## config.mk

```make
export PLATFORM = sky130hd
export DESIGN_NAME = encoder_position_query_responder_core
export DESIGN_NICKNAME = d
export VERILOG_FILES = /design/src/rtl/epq_pkg.sv /design/src/rtl/epq_front.sv /design/src/rtl/epq_fifo.sv /design/src/rtl/epq_back.sv /design/src/rtl/encoder_position_query_responder_core.sv
export VERILOG_INCLUDE_DIRS = /design/src /design/src/rtl
export SDC_FILE = /design/constraint.sdc
export NUM_CORES = 1
export LEC_CHECK = 0
export BUFFER_PORTS_ARGS = -buffer_cell sky130_fd_sc_hd__buf_2
export CORE_ASPECT_RATIO = 0.6
export CORE_MARGIN = 3
export CORE_UTILIZATION = 61
export DETAILED_ROUTE_END_ITERATION = 10
export PLACE_DENSITY = 0.8
export SLEW_MARGIN = 20
export SYNTH_ARGS = -nofsm -noshare
export SYNTH_HDL_FRONTEND = slang
export SYNTH_SLANG_ARGS = --single-unit
```

## constraint.sdc

```tcl
create_clock -name clk -period 4.71 [get_ports clk]
set_clock_uncertainty 0.1 [all_clocks]
set_input_delay 0.942 -clock clk [delete_from_list [all_inputs] [get_ports clk]]
set_output_delay 0.942 -clock clk [all_outputs]
set_load 0.05 [all_outputs]
```

## src/rtl/assert_macros.svh

```systemverilog
// Assertion macros used by the core RTL file for its checks.
// Depends on a clock named clk and an active-low reset named rst_n in scope.
`ifndef ASSERT_MACROS_SVH
`define ASSERT_MACROS_SVH
`ifndef SYNTH
`define ASSERT_CLK(lbl, prop) \
    lbl: assert property (@(posedge clk) disable iff (!rst_n) prop) \
        else $error("assertion failed");
`define ASSERT_NEVER(lbl, expr) \
    lbl: assert property (@(posedge clk) disable iff (!rst_n) !(expr)) \
        else $error("forbidden condition seen");
`else
`define ASSERT_CLK(lbl, prop)
`define ASSERT_NEVER(lbl, expr)
`endif
`endif

```

## src/rtl/epq_pkg.sv

```systemverilog
// Types, character codes and helper functions of the position query responder.
// Has no dependencies; every RTL module refers to it by scoped names.
package epq_pkg;

    localparam int MAG_W = 17;
    localparam int BCD_W = 20;
    localparam int CNT_W = 5;
    localparam int IDX_W = 4;
    localparam int FIFO_AW = 1;
    localparam int FIFO_DEPTH = 1 << FIFO_AW;

    localparam logic [MAG_W-1:0] POS_LIMIT = 17'd99999;
    localparam logic [15:0] CPR_RESET = 16'd4096;

    localparam logic [7:0] CHAR_NUL = 8'h00;
    localparam logic [7:0] CHAR_TAB = 8'h09;
    localparam logic [7:0] CHAR_LF = 8'h0A;
    localparam logic [7:0] CHAR_CR = 8'h0D;
    localparam logic [7:0] CHAR_SP = 8'h20;
    localparam logic [7:0] CHAR_PLUS = 8'h2B;
    localparam logic [7:0] CHAR_MINUS = 8'h2D;
    localparam logic [7:0] CHAR_ZERO = 8'h30;
    localparam logic [7:0] CMD_Q_UP = 8'h51;
    localparam logic [7:0] CMD_Q_LO = 8'h71;
    localparam logic [7:0] CMD_H_UP = 8'h48;
    localparam logic [7:0] CMD_H_LO = 8'h68;

    localparam logic [CNT_W-1:0] CONV_LAST = 5'd16;
    localparam logic [IDX_W-1:0] IDX_POS_LAST = 4'd13;
    localparam logic [IDX_W-1:0] IDX_RES_LAST = 4'd11;

    typedef enum logic {
        OP_POS,
        OP_RES
    } op_t;

    typedef enum logic [1:0] {
        BK_IDLE,
        BK_CONV,
        BK_EMIT
    } back_state_t;

    typedef struct packed {
        op_t              op;
        logic             az_neg;
        logic [MAG_W-1:0] az_mag;
        logic             alt_neg;
        logic [MAG_W-1:0] alt_mag;
    } cmd_t;

    typedef struct packed {
        logic full;
        logic empty;
    } q_status_t;

    function automatic logic [MAG_W-1:0] sat_mag(input logic [17:0] v);
        logic [17:0] mag;
        mag = v[17] ? (~v + 18'd1) : v;
        return (mag > {1'b0, POS_LIMIT}) ? POS_LIMIT : mag[MAG_W-1:0];
    endfunction

    function automatic logic [BCD_W-1:0] bcd_step(input logic [BCD_W-1:0] bcd,
                                                   input logic bit_in);
        logic [BCD_W-1:0] adj;
        logic [3:0] nib;
        for (int i = 0; i < BCD_W / 4; i++) begin
            nib = bcd[4*i +: 4];
            adj[4*i +: 4] = (nib >= 4'd5) ? nib + 4'd3 : nib;
        end
        return {adj[BCD_W-2:0], bit_in};
    endfunction

    function automatic logic [7:0] digit_char(input logic [BCD_W-1:0] bcd,
                                              input logic [2:0] pos);
        logic [3:0] nib;
        unique case (pos)
            3'd0: nib = bcd[3:0];
            3'd1: nib = bcd[7:4];
            3'd2: nib = bcd[11:8];
            3'd3: nib = bcd[15:12];
            3'd4: nib = bcd[19:16];
            default: nib = 4'd0;
        endcase
        return CHAR_ZERO + {4'd0, nib};
    endfunction

endpackage

```

## src/rtl/epq_front.sv

```systemverilog
// Front end: takes received bytes, tracks the chunk, and queues served commands.
// Depends on epq_pkg.
module epq_front (
    input  logic                 clk,
    input  logic                 rst_n,
    input  logic                 push,
    input  logic [7:0]           rx_byte,
    input  logic                 chunk_last,
    input  logic signed [17:0]   azimuth_count,
    input  logic signed [17:0]   altitude_count,
    input  epq_pkg::q_status_t   q_stat,
    output logic                 full,
    output logic                 q_push,
    output epq_pkg::cmd_t        q_wdata
);

    logic chunk_served_reg;
    logic chunk_served_next;
    logic accept;
    logic framing;
    logic is_pos;
    logic is_res;
    logic serve;

    assign full = q_stat.full;
    assign accept = push && !q_stat.full;

    always_comb
    begin
        framing = (rx_byte == epq_pkg::CHAR_CR) || (rx_byte == epq_pkg::CHAR_LF) ||
                  (rx_byte == epq_pkg::CHAR_SP) || (rx_byte == epq_pkg::CHAR_TAB) ||
                  (rx_byte == epq_pkg::CHAR_NUL);
        is_pos = (rx_byte == epq_pkg::CMD_Q_UP) || (rx_byte == epq_pkg::CMD_Q_LO);
        is_res = (rx_byte == epq_pkg::CMD_H_UP) || (rx_byte == epq_pkg::CMD_H_LO);
        serve = accept && !chunk_served_reg && !framing;

        chunk_served_next = chunk_served_reg;
        if (serve)
        begin
            chunk_served_next = 1'b1;
        end
        if (accept && chunk_last)
        begin
            chunk_served_next = 1'b0;
        end

        q_push = serve && (is_pos || is_res);
        q_wdata.op = is_pos ? epq_pkg::OP_POS : epq_pkg::OP_RES;
        q_wdata.az_neg = azimuth_count[17];
        q_wdata.az_mag = epq_pkg::sat_mag($unsigned(azimuth_count));
        q_wdata.alt_neg = altitude_count[17];
        q_wdata.alt_mag = epq_pkg::sat_mag($unsigned(altitude_count));
    end

    always_ff @(posedge clk or negedge rst_n)
    begin
        if (!rst_n)
        begin
            chunk_served_reg <= 1'b0;
        end
        else
        begin
            chunk_served_reg <= chunk_served_next;
        end
    end

endmodule

```

## src/rtl/epq_fifo.sv

```systemverilog
// Short command queue between the front end and the reply generator.
// Depends on epq_pkg.
module epq_fifo (
    input  logic                 clk,
    input  logic                 rst_n,
    input  logic                 wr_en,
    input  epq_pkg::cmd_t        wr_data,
    input  logic                 rd_en,
    output epq_pkg::cmd_t        rd_data,
    output epq_pkg::q_status_t   stat
);

    epq_pkg::cmd_t mem [epq_pkg::FIFO_DEPTH];
    epq_pkg::cmd_t rd_data_reg;
    logic [epq_pkg::FIFO_AW-1:0] wr_ptr_reg;
    logic [epq_pkg::FIFO_AW-1:0] wr_ptr_next;
    logic [epq_pkg::FIFO_AW-1:0] rd_ptr_reg;
    logic [epq_pkg::FIFO_AW-1:0] rd_ptr_next;
    logic [epq_pkg::FIFO_AW:0]   count_reg;
    logic [epq_pkg::FIFO_AW:0]   count_next;
    logic                        do_wr;
    logic                        do_rd;

    assign rd_data = rd_data_reg;

    always_comb
    begin
        stat.full = (count_reg == (epq_pkg::FIFO_AW + 1)'(epq_pkg::FIFO_DEPTH));
        stat.empty = (count_reg == '0);
        do_wr = wr_en && !stat.full;
        do_rd = rd_en && !stat.empty;
        wr_ptr_next = do_wr ? wr_ptr_reg + 1'b1 : wr_ptr_reg;
        rd_ptr_next = do_rd ? rd_ptr_reg + 1'b1 : rd_ptr_reg;
        count_next = count_reg;
        if (do_wr && !do_rd)
        begin
            count_next = count_reg + 1'b1;
        end
        else if (do_rd && !do_wr)
        begin
            count_next = count_reg - 1'b1;
        end
    end

    always_ff @(posedge clk)
    begin
        if (do_wr)
        begin
            mem[wr_ptr_reg] <= wr_data;
        end
        if (do_wr && (wr_ptr_reg == rd_ptr_next))
        begin
            rd_data_reg <= wr_data;
        end
        else
        begin
            rd_data_reg <= mem[rd_ptr_next];
        end
    end

    always_ff @(posedge clk or negedge rst_n)
    begin
        if (!rst_n)
        begin
            wr_ptr_reg <= '0;
            rd_ptr_reg <= '0;
            count_reg <= '0;
        end
        else
        begin
            wr_ptr_reg <= wr_ptr_next;
            rd_ptr_reg <= rd_ptr_next;
            count_reg <= count_next;
        end
    end

endmodule

```

## src/rtl/epq_back.sv

```systemverilog
// Reply generator: converts counts to decimal and sends the reply one byte at a time.
// Depends on epq_pkg.
module epq_back (
    input  logic                 clk,
    input  logic                 rst_n,
    input  epq_pkg::q_status_t   q_stat,
    input  epq_pkg::cmd_t        q_rdata,
    output logic                 q_pop,
    input  logic [15:0]          counts_per_rev,
    output logic [7:0]           tx_byte,
    output logic                 reply_last,
    output logic                 empty,
    input  logic                 pop
);

    epq_pkg::back_state_t state_reg;
    epq_pkg::back_state_t state_next;
    logic [epq_pkg::CNT_W-1:0] cnt_reg;
    logic [epq_pkg::CNT_W-1:0] cnt_next;
    epq_pkg::op_t op_reg;
    epq_pkg::op_t op_next;
    logic a_neg_reg;
    logic a_neg_next;
    logic b_neg_reg;
    logic b_neg_next;
    logic [epq_pkg::MAG_W-1:0] a_shift_reg;
    logic [epq_pkg::MAG_W-1:0] a_shift_next;
    logic [epq_pkg::MAG_W-1:0] b_shift_reg;
    logic [epq_pkg::MAG_W-1:0] b_shift_next;
    logic [epq_pkg::BCD_W-1:0] a_bcd_reg;
    logic [epq_pkg::BCD_W-1:0] a_bcd_next;
    logic [epq_pkg::BCD_W-1:0] b_bcd_reg;
    logic [epq_pkg::BCD_W-1:0] b_bcd_next;
    logic out_valid_reg;
    logic out_valid_next;
    logic [7:0] tx_byte_reg;
    logic [7:0] tx_byte_next;
    logic reply_last_reg;
    logic reply_last_next;

    logic [epq_pkg::IDX_W-1:0] idx;
    logic [epq_pkg::IDX_W-1:0] idx_end;
    logic [4:0] lead;
    logic [7:0] cur_byte;
    logic cur_emit;
    logic cur_last;
    logic slot_free;
    logic step_ok;
    logic out_pop;

    assign tx_byte = tx_byte_reg;
    assign reply_last = reply_last_reg;
    assign empty = !out_valid_reg;
    assign out_pop = pop && out_valid_reg;
    assign slot_free = !out_valid_reg || pop;
    assign idx = cnt_reg[epq_pkg::IDX_W-1:0];

    always_comb
    begin
        lead[4] = |a_bcd_reg[19:16];
        lead[3] = lead[4] || (|a_bcd_reg[15:12]);
        lead[2] = lead[3] || (|a_bcd_reg[11:8]);
        lead[1] = lead[2] || (|a_bcd_reg[7:4]);
        lead[0] = 1'b1;
        cur_byte = epq_pkg::CHAR_CR;
        cur_emit = 1'b1;
        cur_last = 1'b0;
        if (op_reg == epq_pkg::OP_POS)
        begin
            idx_end = epq_pkg::IDX_POS_LAST;
            case (idx) inside
                4'd0: cur_byte = a_neg_reg ? epq_pkg::CHAR_MINUS : epq_pkg::CHAR_PLUS;
                [4'd1:4'd5]: cur_byte = epq_pkg::digit_char(a_bcd_reg, 3'(4'd5 - idx));
                4'd6: cur_byte = epq_pkg::CHAR_TAB;
                4'd7: cur_byte = b_neg_reg ? epq_pkg::CHAR_MINUS : epq_pkg::CHAR_PLUS;
                [4'd8:4'd12]: cur_byte = epq_pkg::digit_char(b_bcd_reg, 3'(4'd12 - idx));
                default:
                begin
                    cur_byte = epq_pkg::CHAR_CR;
                    cur_last = 1'b1;
                end
            endcase
        end
        else
        begin
            idx_end = epq_pkg::IDX_RES_LAST;
            case (idx) inside
                [4'd0:4'd4]:
                begin
                    cur_byte = epq_pkg::digit_char(a_bcd_reg, 3'(4'd4 - idx));
                    cur_emit = lead[3'(4'd4 - idx)];
                end
                4'd5: cur_byte = epq_pkg::CHAR_SP;
                [4'd6:4'd10]:
                begin
                    cur_byte = epq_pkg::digit_char(a_bcd_reg, 3'(4'd10 - idx));
                    cur_emit = lead[3'(4'd10 - idx)];
                end
                default:
                begin
                    cur_byte = epq_pkg::CHAR_CR;
                    cur_last = 1'b1;
                end
            endcase
        end
        step_ok = !cur_emit || slot_free;
    end

    always_comb
    begin
        state_next = state_reg;
        unique case (state_reg)
            epq_pkg::BK_IDLE:
            begin
                if (!q_stat.empty)
                begin
                    state_next = epq_pkg::BK_CONV;
                end
            end
            epq_pkg::BK_CONV:
            begin
                if (cnt_reg == epq_pkg::CONV_LAST)
                begin
                    state_next = epq_pkg::BK_EMIT;
                end
            end
            epq_pkg::BK_EMIT:
            begin
                if (step_ok && (idx == idx_end))
                begin
                    state_next = epq_pkg::BK_IDLE;
                end
            end
            default: state_next = epq_pkg::BK_IDLE;
        endcase
    end

    always_comb
    begin
        q_pop = 1'b0;
        cnt_next = cnt_reg;
        op_next = op_reg;
        a_neg_next = a_neg_reg;
        b_neg_next = b_neg_reg;
        a_shift_next = a_shift_reg;
        b_shift_next = b_shift_reg;
        a_bcd_next = a_bcd_reg;
        b_bcd_next = b_bcd_reg;
        out_valid_next = out_valid_reg && !out_pop;
        tx_byte_next = tx_byte_reg;
        reply_last_next = reply_last_reg;
        unique case (state_reg)
            epq_pkg::BK_IDLE:
            begin
                if (!q_stat.empty)
                begin
                    q_pop = 1'b1;
                    cnt_next = '0;
                    op_next = q_rdata.op;
                    a_neg_next = q_rdata.az_neg;
                    b_neg_next = q_rdata.alt_neg;
                    a_shift_next = (q_rdata.op == epq_pkg::OP_POS) ? q_rdata.az_mag :
                                   {1'b0, counts_per_rev};
                    b_shift_next = q_rdata.alt_mag;
                    a_bcd_next = '0;
                    b_bcd_next = '0;
                end
            end
            epq_pkg::BK_CONV:
            begin
                a_bcd_next = epq_pkg::bcd_step(a_bcd_reg, a_shift_reg[epq_pkg::MAG_W-1]);
                b_bcd_next = epq_pkg::bcd_step(b_bcd_reg, b_shift_reg[epq_pkg::MAG_W-1]);
                a_shift_next = {a_shift_reg[epq_pkg::MAG_W-2:0], 1'b0};
                b_shift_next = {b_shift_reg[epq_pkg::MAG_W-2:0], 1'b0};
                cnt_next = (cnt_reg == epq_pkg::CONV_LAST) ? '0 : cnt_reg + 1'b1;
            end
            epq_pkg::BK_EMIT:
            begin
                if (step_ok)
                begin
                    cnt_next = cnt_reg + 1'b1;
                    if (cur_emit)
                    begin
                        out_valid_next = 1'b1;
                        tx_byte_next = cur_byte;
                        reply_last_next = cur_last;
                    end
                end
            end
            default: q_pop = 1'b0;
        endcase
    end

    always_ff @(posedge clk)
    begin
        op_reg <= op_next;
        a_neg_reg <= a_neg_next;
        b_neg_reg <= b_neg_next;
        a_shift_reg <= a_shift_next;
        b_shift_reg <= b_shift_next;
        a_bcd_reg <= a_bcd_next;
        b_bcd_reg <= b_bcd_next;
        tx_byte_reg <= tx_byte_next;
        reply_last_reg <= reply_last_next;
    end

    always_ff @(posedge clk or negedge rst_n)
    begin
        if (!rst_n)
        begin
            state_reg <= epq_pkg::BK_IDLE;
            cnt_reg <= '0;
            out_valid_reg <= 1'b0;
        end
        else
        begin
            state_reg <= state_next;
            cnt_reg <= cnt_next;
            out_valid_reg <= out_valid_next;
        end
    end

endmodule

```

## src/rtl/encoder_position_query_responder_core.sv

```systemverilog
// Position query responder: received bytes in, ASCII reply bytes out.
// Input side is a queue port (push/full): one received byte per transfer, with
// chunk_last marking the final byte of a receive chunk and the two axis counts
// sampled with it. Output side is a queue port (empty/pop): one reply byte per
// transfer, with reply_last high on the closing CR.
// Framing and ignored bytes are taken one per cycle while the command queue
// is not full. A position or resolution command enters a two-entry command
// queue; full rises only when that queue is full. The reply generator takes
// one command at a time, runs a binary to decimal conversion, then walks the
// reply byte slots one per cycle while the output register can take a byte;
// once the CR is loaded it returns to idle, where it pops the next command.
// The conversion loop and the single output register set the rate. When the
// receiver stalls, the output register holds its byte and the reply generator
// waits; commands keep queuing until the queue is full.
// After reset no reply is pending, the chunk starts fresh and the resolution
// register holds 4096. The register is written through cfg_we and cfg_data.
// Depends on epq_pkg, epq_front, epq_fifo, epq_back and assert_macros.svh.
`include "assert_macros.svh"
module encoder_position_query_responder_core (
    input  logic                clk,
    input  logic                rst_n,
    input  logic                push,
    output logic                full,
    input  logic [7:0]          rx_byte,
    input  logic                chunk_last,
    input  logic signed [17:0]  azimuth_count,
    input  logic signed [17:0]  altitude_count,
    input  logic                cfg_we,
    input  logic [15:0]         cfg_data,
    output logic [7:0]          tx_byte,
    output logic                reply_last,
    output logic                empty,
    input  logic                pop
);

    logic [15:0] counts_per_rev_reg;
    logic [15:0] counts_per_rev_next;
    logic q_push;
    logic q_pop;
    epq_pkg::cmd_t q_wdata;
    epq_pkg::cmd_t q_rdata;
    epq_pkg::q_status_t q_stat;

    assign counts_per_rev_next = cfg_we ? cfg_data : counts_per_rev_reg;

    always_ff @(posedge clk or negedge rst_n)
    begin
        if (!rst_n)
        begin
            counts_per_rev_reg <= epq_pkg::CPR_RESET;
        end
        else
        begin
            counts_per_rev_reg <= counts_per_rev_next;
        end
    end

    epq_front u_front (
        .clk            (clk),
        .rst_n          (rst_n),
        .push           (push),
        .rx_byte        (rx_byte),
        .chunk_last     (chunk_last),
        .azimuth_count  (azimuth_count),
        .altitude_count (altitude_count),
        .q_stat         (q_stat),
        .full           (full),
        .q_push         (q_push),
        .q_wdata        (q_wdata)
    );

    epq_fifo u_fifo (
        .clk     (clk),
        .rst_n   (rst_n),
        .wr_en   (q_push),
        .wr_data (q_wdata),
        .rd_en   (q_pop),
        .rd_data (q_rdata),
        .stat    (q_stat)
    );

    epq_back u_back (
        .clk            (clk),
        .rst_n          (rst_n),
        .q_stat         (q_stat),
        .q_rdata        (q_rdata),
        .q_pop          (q_pop),
        .counts_per_rev (counts_per_rev_reg),
        .tx_byte        (tx_byte),
        .reply_last     (reply_last),
        .empty          (empty),
        .pop            (pop)
    );

    `ASSERT_NEVER(a_queue_no_overflow, q_push && q_stat.full)
    `ASSERT_NEVER(a_queue_no_underflow, q_pop && q_stat.empty)
    `ASSERT_CLK(a_last_is_cr, !empty && reply_last |-> tx_byte == epq_pkg::CHAR_CR)

endmodule

```

-- Word-level counts from Yosys, hierarchy flattened
Memories as Yosys holds them, arrays and structs flattened. A register that Yosys moved wholly into a read port is not among the register bits.
Index checks and enable logic that the tools add are counted.
Widths: inputs -> output; s select.
- bits in registers: 115
- memory bits (writable): 74
- memories kept: 1
- memory list (memory ; words ; width ; rd ports ; clocked after Yosys merged registers in ; wr ports ; RTL line ; source):
    u_fifo.mem ; 2 ; 37 ; 1 ; 1 ; 1 ; epq_fifo.sv:13 ; epq_pkg::cmd_t mem [epq_pkg::FIFO_DEPTH];
- bitwise gates (word level): 3
- reductions and logical operators: 58
- order comparisons: 22
- muxes and demuxes: 91
- equal/unequal tests: 36
- add/sub/neg operators: 25
- operators with widths (cell ; count):
    $mux 4 ; 23
    $mux 17 ; 5
    $pmux 20 s2 ; 2
    $pmux 4 s5 ; 4
    $mux 8 ; 9
    $pmux 17 s2 ; 2
    $ge 4x3->1 const B ; 11
    $add 18x1->18 const B ; 2
    $gt 18x17->1 const B ; 2
    $mux 18 ; 2
    $not 18->18 ; 2
    $add 4x2->4 const B ; 8
    $eq 8x7->1 const B ; 4
    $add 6x4->7 const A ; 4
    $mux 1 ; 26
    $eq 3x2->1 const B ; 8
    $eq 8x4->1 const B ; 3
    $mux 20 ; 1
    $logic_and 1x1->1 ; 16
    $reduce_or 4->1 ; 4
    $mux 3 ; 5
    $mux 5 ; 3
    $pmux 5 s3 ; 1
    $eq 3x1->1 const B ; 4
    35 further kinds ; 84

-- Longest topological paths before layout
- depth in word-level cells: 16
- gate-level depth with buffers: 11

-- By module
A second synthesis with hierarchy kept.
- cells, all modules: 1001
- area, all modules: 11358.4 um^2
- by module, submodules not included (module ; seq. area each (um^2) ; area an instance (um^2) ; instances ; cells an instance):
    epq_back ; 2722.6 ; 6022.0 ; 1 ; 593
    epq_fifo ; 2342.2 ; 3039.2 ; 1 ; 135
    epq_front ; 25.0 ; 1646.6 ; 1 ; 239
    encoder_position_query_responder_core ; 401.6 ; 650.6 ; 1 ; 34

-- Worst setup path before layout
No wires, ideal clock.
- kind: input-to-reg
- start point: in rx_byte[5]
- end point: mem u_fifo.mem[0][0] (netlist bit), enable pin
- path slack: 579 ps
- arrival time: 3595 ps
- stages: 7
- buffers on the path: 0
- path through: nand3b_1 o21ai_0 a21oi_1 nor4_1 nor2_1 nor4bb_1 nor2b_1
- word-level cells in the longest chain between the ends: 11
- elaborated cells on any way between the ends: 22
- RTL lines (what ; RTL line ; source):
    from (decl) ; encoder_position_query_responder_core.sv:24 ; input logic [7:0] rx_byte,
    $eq 8x4->1 ; epq_front.sv:30 ; framing = (rx_byte == epq_pkg::CHAR_CR) || (rx_byte == epq_pkg::CHAR_LF) ||
    $logic_or 1x1->1 (2 in series) ; epq_front.sv:30 ;
    $logic_or 1x1->1 (2 in series) ; epq_front.sv:31 ; (rx_byte == epq_pkg::CHAR_SP) || (rx_byte == epq_pkg::CHAR_TAB) ||
    $logic_not 1->1 ; epq_front.sv:35 ; serve = accept && !chunk_served_reg && !framing;
    $logic_and 1x1->1 ; epq_front.sv:35 ;
    $logic_and 1x1->1 * ; epq_front.sv:47 ; q_push = serve && (is_pos || is_res);
    $logic_and 1x1->1 * ; epq_fifo.sv:30 ; do_wr = wr_en && !stat.full;
    net u_fifo.do_wr ; epq_fifo.sv:21 ; logic do_wr;
    $mux 1 * ; epq_fifo.sv:47 ; if (do_wr)
    $mux 1 (implied by the code) * ; epq_fifo.sv:49 ; mem[wr_ptr_reg] <= wr_data;
    to (decl) ; epq_fifo.sv:13 ;
The timed path passes the listed nets; every way through them passes the cells marked *.

==> qor.tcl <==
set qor(netlist-cell-type-count) 75
set qor(outcome) {complete, no violations}
set qor(worstHoldPathType) {flop to flop}
set qor(post-route-drc-count) 0
set qor(die-height_um) 111
set qor(setup-violations-final) 0
set qor(syn_area_sq_um) 11100
set qor(grt_util_all_layers_pct) 25.4
set qor(num_antenna_cells) 0
set qor(post_detailed_route_count_of_antenna_violating_nets) 0
set qor(avgRoutedWirePerCell_um) 18.3
set qor(clock_insertion_delay_worst_skew_ps) 440
set qor(gpl.final_weighted_congestion) 0.933
set qor(detail_route.first_pass.iterations) 6
set qor(worst_ep_required_time_ps) 4760
set qor(fp.dieW_um) 180
set qor(max-clock-path-buffers) 2
set qor(power_leakage_nw) 4.66
set qor(grt_setup_unrepaired) {false}
set qor(final.period_utilization_pct) 83.3
set qor(detail_route.iter0.violations) 943
set qor(min_period_ps) 3920
set qor(clk_pin_slew_worst_paths_ps) 70
set qor(worstPathMaxFanout) 8
set qor(timing.hold.worst_endpoint) {counts_per_rev_reg[9]}
set qor(setup.worst_path.start) {altitude_count[7]}
set qor(design_area_sq_um) 12200
set qor(placed_instance_area_sq_um) 11600
set qor(post_cts.resized_instances) 0
set qor(fp.dieArea_sq_um) 19900
set qor(layout.nets) 1229
set qor(grt_antenna_before_repair) 0
set qor(post_drt_via_cell_ratio) 6.18
set qor(ctsHoldBuffers) 0
set qor(holdWs_ps) 413
set qor(sequential_area_share_after_synthesis_pct) 49.4
set qor(cts-htree-levels) 4
set qor(hold_violations) 0
set qor(beginning_of_the_worst_register_to_register_path) {u_back.cnt_reg[0]}
set qor(maximum_number_of_pins_on_one_net_before_global_route_repair) 109
set qor(flip_flop_and_latch_count_after_synthesis) 188
set qor(crit_path_start_kind) {input pin}
set qor(timing.fmax_ghz) 0.255
set qor(setup.reg_to_reg.worst_slack_ps) 1360
set qor(r2r_cells) 8
set qor(core_sq_um) 17500
set qor(io_buffer_count) 74
set qor(timing.max_cap.violations) 0
set qor(hold-path-cell-count) 1
set qor(irDropWorstVdd_mv) 0.472
set qor(syn_to_final_growth_pct) 10.1
set qor(number_of_flip_flops_in_the_largest_register) 74
set qor(ys_async_sr_fraction_pct) 15.4
set qor(tightest_slew_ps) 920
set qor(cts.sinks) 188
set qor(cts_tree) {built}
set qor(cp_data_arrival_time_ps) 3980
set qor(min-delay-start) {counts_per_rev_reg[9]}
set qor(cts_buffers) 17
set qor(clockRootBuffer) {sky130_fd_sc_hd__clkbuf_16}
set qor(number_of_global_route_vias_before_repair) 7838
set qor(wire_length_of_the_first_global_routing_pass_um) 41200
set qor(critPathCaptureType) {flop}
set qor(power_density_nw_per_um2) 576
set qor(post_route_cells_drive_above_1_share_pct) 14.2
set qor(hpwl_um) 17300
set qor(wirelength_um) 25100
set qor(synth_edf_count) 158
set qor(max-slew-margin-rel_pct) 38.7
set qor(post-cts-setup-buffer-count) 0
set qor(ios) 77
set qor(critical_path.reg2reg.endpoint) {u_back.tx_byte[1]}
set qor(start_util_pct) 63.5
set qor(worstSetupPathType) {input pin to flop}
set qor(drv_slew) 0
set qor(avgSynthCellArea_sq_um) 10.3
set qor(globalRouteOverflowTotal) 0
set qor(syn_inst) 1082
set qor(vias) 8464
set qor(number_of_inserted_filler_cells_in_the_final_layout) 1300
set qor(yosys_warnings) 0
set qor(std_cell_rows) 37
set qor(finalSetupTns_ps) 0
set qor(synthFlopType) {sky130_fd_sc_hd__edfxtp_1}
[worst max-delay path: stages]
cell and delay (ps):
sky130_fd_sc_hd__buf_2 140, sky130_fd_sc_hd__or4_1 650, sky130_fd_sc_hd__or4_1 650, sky130_fd_sc_hd__or4_1 500, sky130_fd_sc_hd__and3_1 210, sky130_fd_sc_hd__or4_4 570
sky130_fd_sc_hd__o211ai_4 190, sky130_fd_sc_hd__nand2_1 120
[stage by stage]
step | util, % | setup slack (ps) | power, mW | std cells
after floorplan | - | 579 | 4.80 | 1083
after global placement | 66.4 | 418 | 5.45 | 1336
after detailed placement | 66.4 | 334 | 5.54 | 1336
after CTS | 69.8 | 791 | 6.98 | 1368
after global routing | 69.9 | 668 | 7.49 | 1369
final | 69.9 | 786 | 7.04 | 1369
[worst max-delay path by stage]
stage	endpoint	cells past startpoint
finish	u_fifo.mem[0][4]	8
global placement	u_fifo.mem[1][4]	8
floorplan	u_fifo.mem[0][0]	7
global route	u_fifo.mem[0][4]	8
CTS	u_fifo.mem[0][4]	8
detailed placement	u_fifo.mem[0][4]	8
[cell type report]
cell class                 instances  area [sq um]  share of cell area, %
tap                              234           293                   2.39
inverter                          42           158                   1.29
clock inverter                    15           155                   1.27
timing repair buffer              85           473                   3.87
clock buffer                      17           425                   3.48
sequential                       188          5490                   44.9
multi-input combinational        788          5240                   42.8
[cells in the mapped netlist, types with 6 or more instances]
cell type / number / share of area (%)
sky130_fd_sc_hd__edfxtp_1: 158 / 43
sky130_fd_sc_hd__nand2_1: 129 / 4.4
sky130_fd_sc_hd__o21ai_0: 101 / 4.5
sky130_fd_sc_hd__nor2_1: 65 / 2.2
sky130_fd_sc_hd__clkbuf_1: 55 / 1.9
sky130_fd_sc_hd__inv_1: 42 / 1.4
sky130_fd_sc_hd__mux2i_1: 42 / 3.8
sky130_fd_sc_hd__ha_1: 41 / 4.6
sky130_fd_sc_hd__a21oi_1: 32 / 1.4
sky130_fd_sc_hd__and2_1: 28 / 1.6
sky130_fd_sc_hd__dfrtp_1: 28 / 6.3
sky130_fd_sc_hd__nor3_1: 25 / 1.1
sky130_fd_sc_hd__xnor2_1: 25 / 2.0
sky130_fd_sc_hd__xor2_1: 24 / 1.9
sky130_fd_sc_hd__mux2_2: 22 / 2.2
sky130_fd_sc_hd__nand3_1: 20 / 0.90
sky130_fd_sc_hd__nand2b_1: 15 / 0.84
sky130_fd_sc_hd__nor3b_1: 14 / 0.95
sky130_fd_sc_hd__a21boi_0: 12 / 0.81
sky130_fd_sc_hd__a22oi_1: 11 / 0.74
sky130_fd_sc_hd__a31oi_1: 11 / 0.62
sky130_fd_sc_hd__o31ai_1: 11 / 0.74
sky130_fd_sc_hd__or3_1: 11 / 0.62
sky130_fd_sc_hd__a21o_1: 9 / 0.61
sky130_fd_sc_hd__a22o_1: 8 / 0.63
sky130_fd_sc_hd__or4_1: 8 / 0.54
sky130_fd_sc_hd__a221o_1: 7 / 0.63
sky130_fd_sc_hd__nor4_1: 7 / 0.39
sky130_fd_sc_hd__and3_1: 6 / 0.34
sky130_fd_sc_hd__buf_1: 6 / 0.20
sky130_fd_sc_hd__nand4b_1: 6 / 0.47
[metal layers]
layer  GRT usage, %  vias to the layer above  wire length (um)
met5              0                        -                 0
li1               -                     4064                 -
met3           6.39                       20              2280
met1           41.0                     4018             12300
met2           34.2                      362             10300
met4           5.52                        0               242
[cells in the final DEF, fill, tap and decap left out, types with 8 or more instances in the layout]
cell type,n
sky130_fd_sc_hd__a31oi_1,11
sky130_fd_sc_hd__nand2_1,129
sky130_fd_sc_hd__nand2b_1,15
sky130_fd_sc_hd__inv_1,42
sky130_fd_sc_hd__buf_4,10
sky130_fd_sc_hd__and2_1,28
sky130_fd_sc_hd__nand3_1,20
sky130_fd_sc_hd__mux2_2,22
sky130_fd_sc_hd__clkbuf_16,17
sky130_fd_sc_hd__ha_1,40
sky130_fd_sc_hd__a22o_1,8
sky130_fd_sc_hd__a21boi_0,12
sky130_fd_sc_hd__o21ai_0,101
sky130_fd_sc_hd__buf_2,74
sky130_fd_sc_hd__o31ai_1,11
sky130_fd_sc_hd__nor2_1,65
sky130_fd_sc_hd__xor2_1,24
sky130_fd_sc_hd__nor3_1,25
sky130_fd_sc_hd__a21o_1,9
sky130_fd_sc_hd__nor3b_1,14
sky130_fd_sc_hd__dfrtp_1,28
sky130_fd_sc_hd__or3_1,11
sky130_fd_sc_hd__mux2i_1,41
sky130_fd_sc_hd__xnor2_1,25
sky130_fd_sc_hd__a22oi_1,11
sky130_fd_sc_hd__edfxtp_1,158
sky130_fd_sc_hd__a21oi_1,32
sky130_fd_sc_hd__or4_1,8
[kinds of logic (layout without fill, tap and decap cells)]
family                     count (synthesis)  after routing  synth area share (%)
other                                      1              2                0.0337
AOI/OAI and AO/OA                        261            261                  15.5
buffers and inverters                    107            159                  3.70
xor gates and xnor gates                  49             49                  3.86
adders and majority gates                 41             41                  4.62
and+or+nand+nor                          371            371                  16.9
DFF                                      188            188                  49.4
muxes                                     64             64                  6.01
[power breakdown]
group	total, mW	internal, mW	switching (mW)
registers	2.94	2.51	0.423
logic	2.69	1.01	1.68
clock network	1.42	0.748	0.670
No activity file was read; power rests on OpenSTA's default activity.
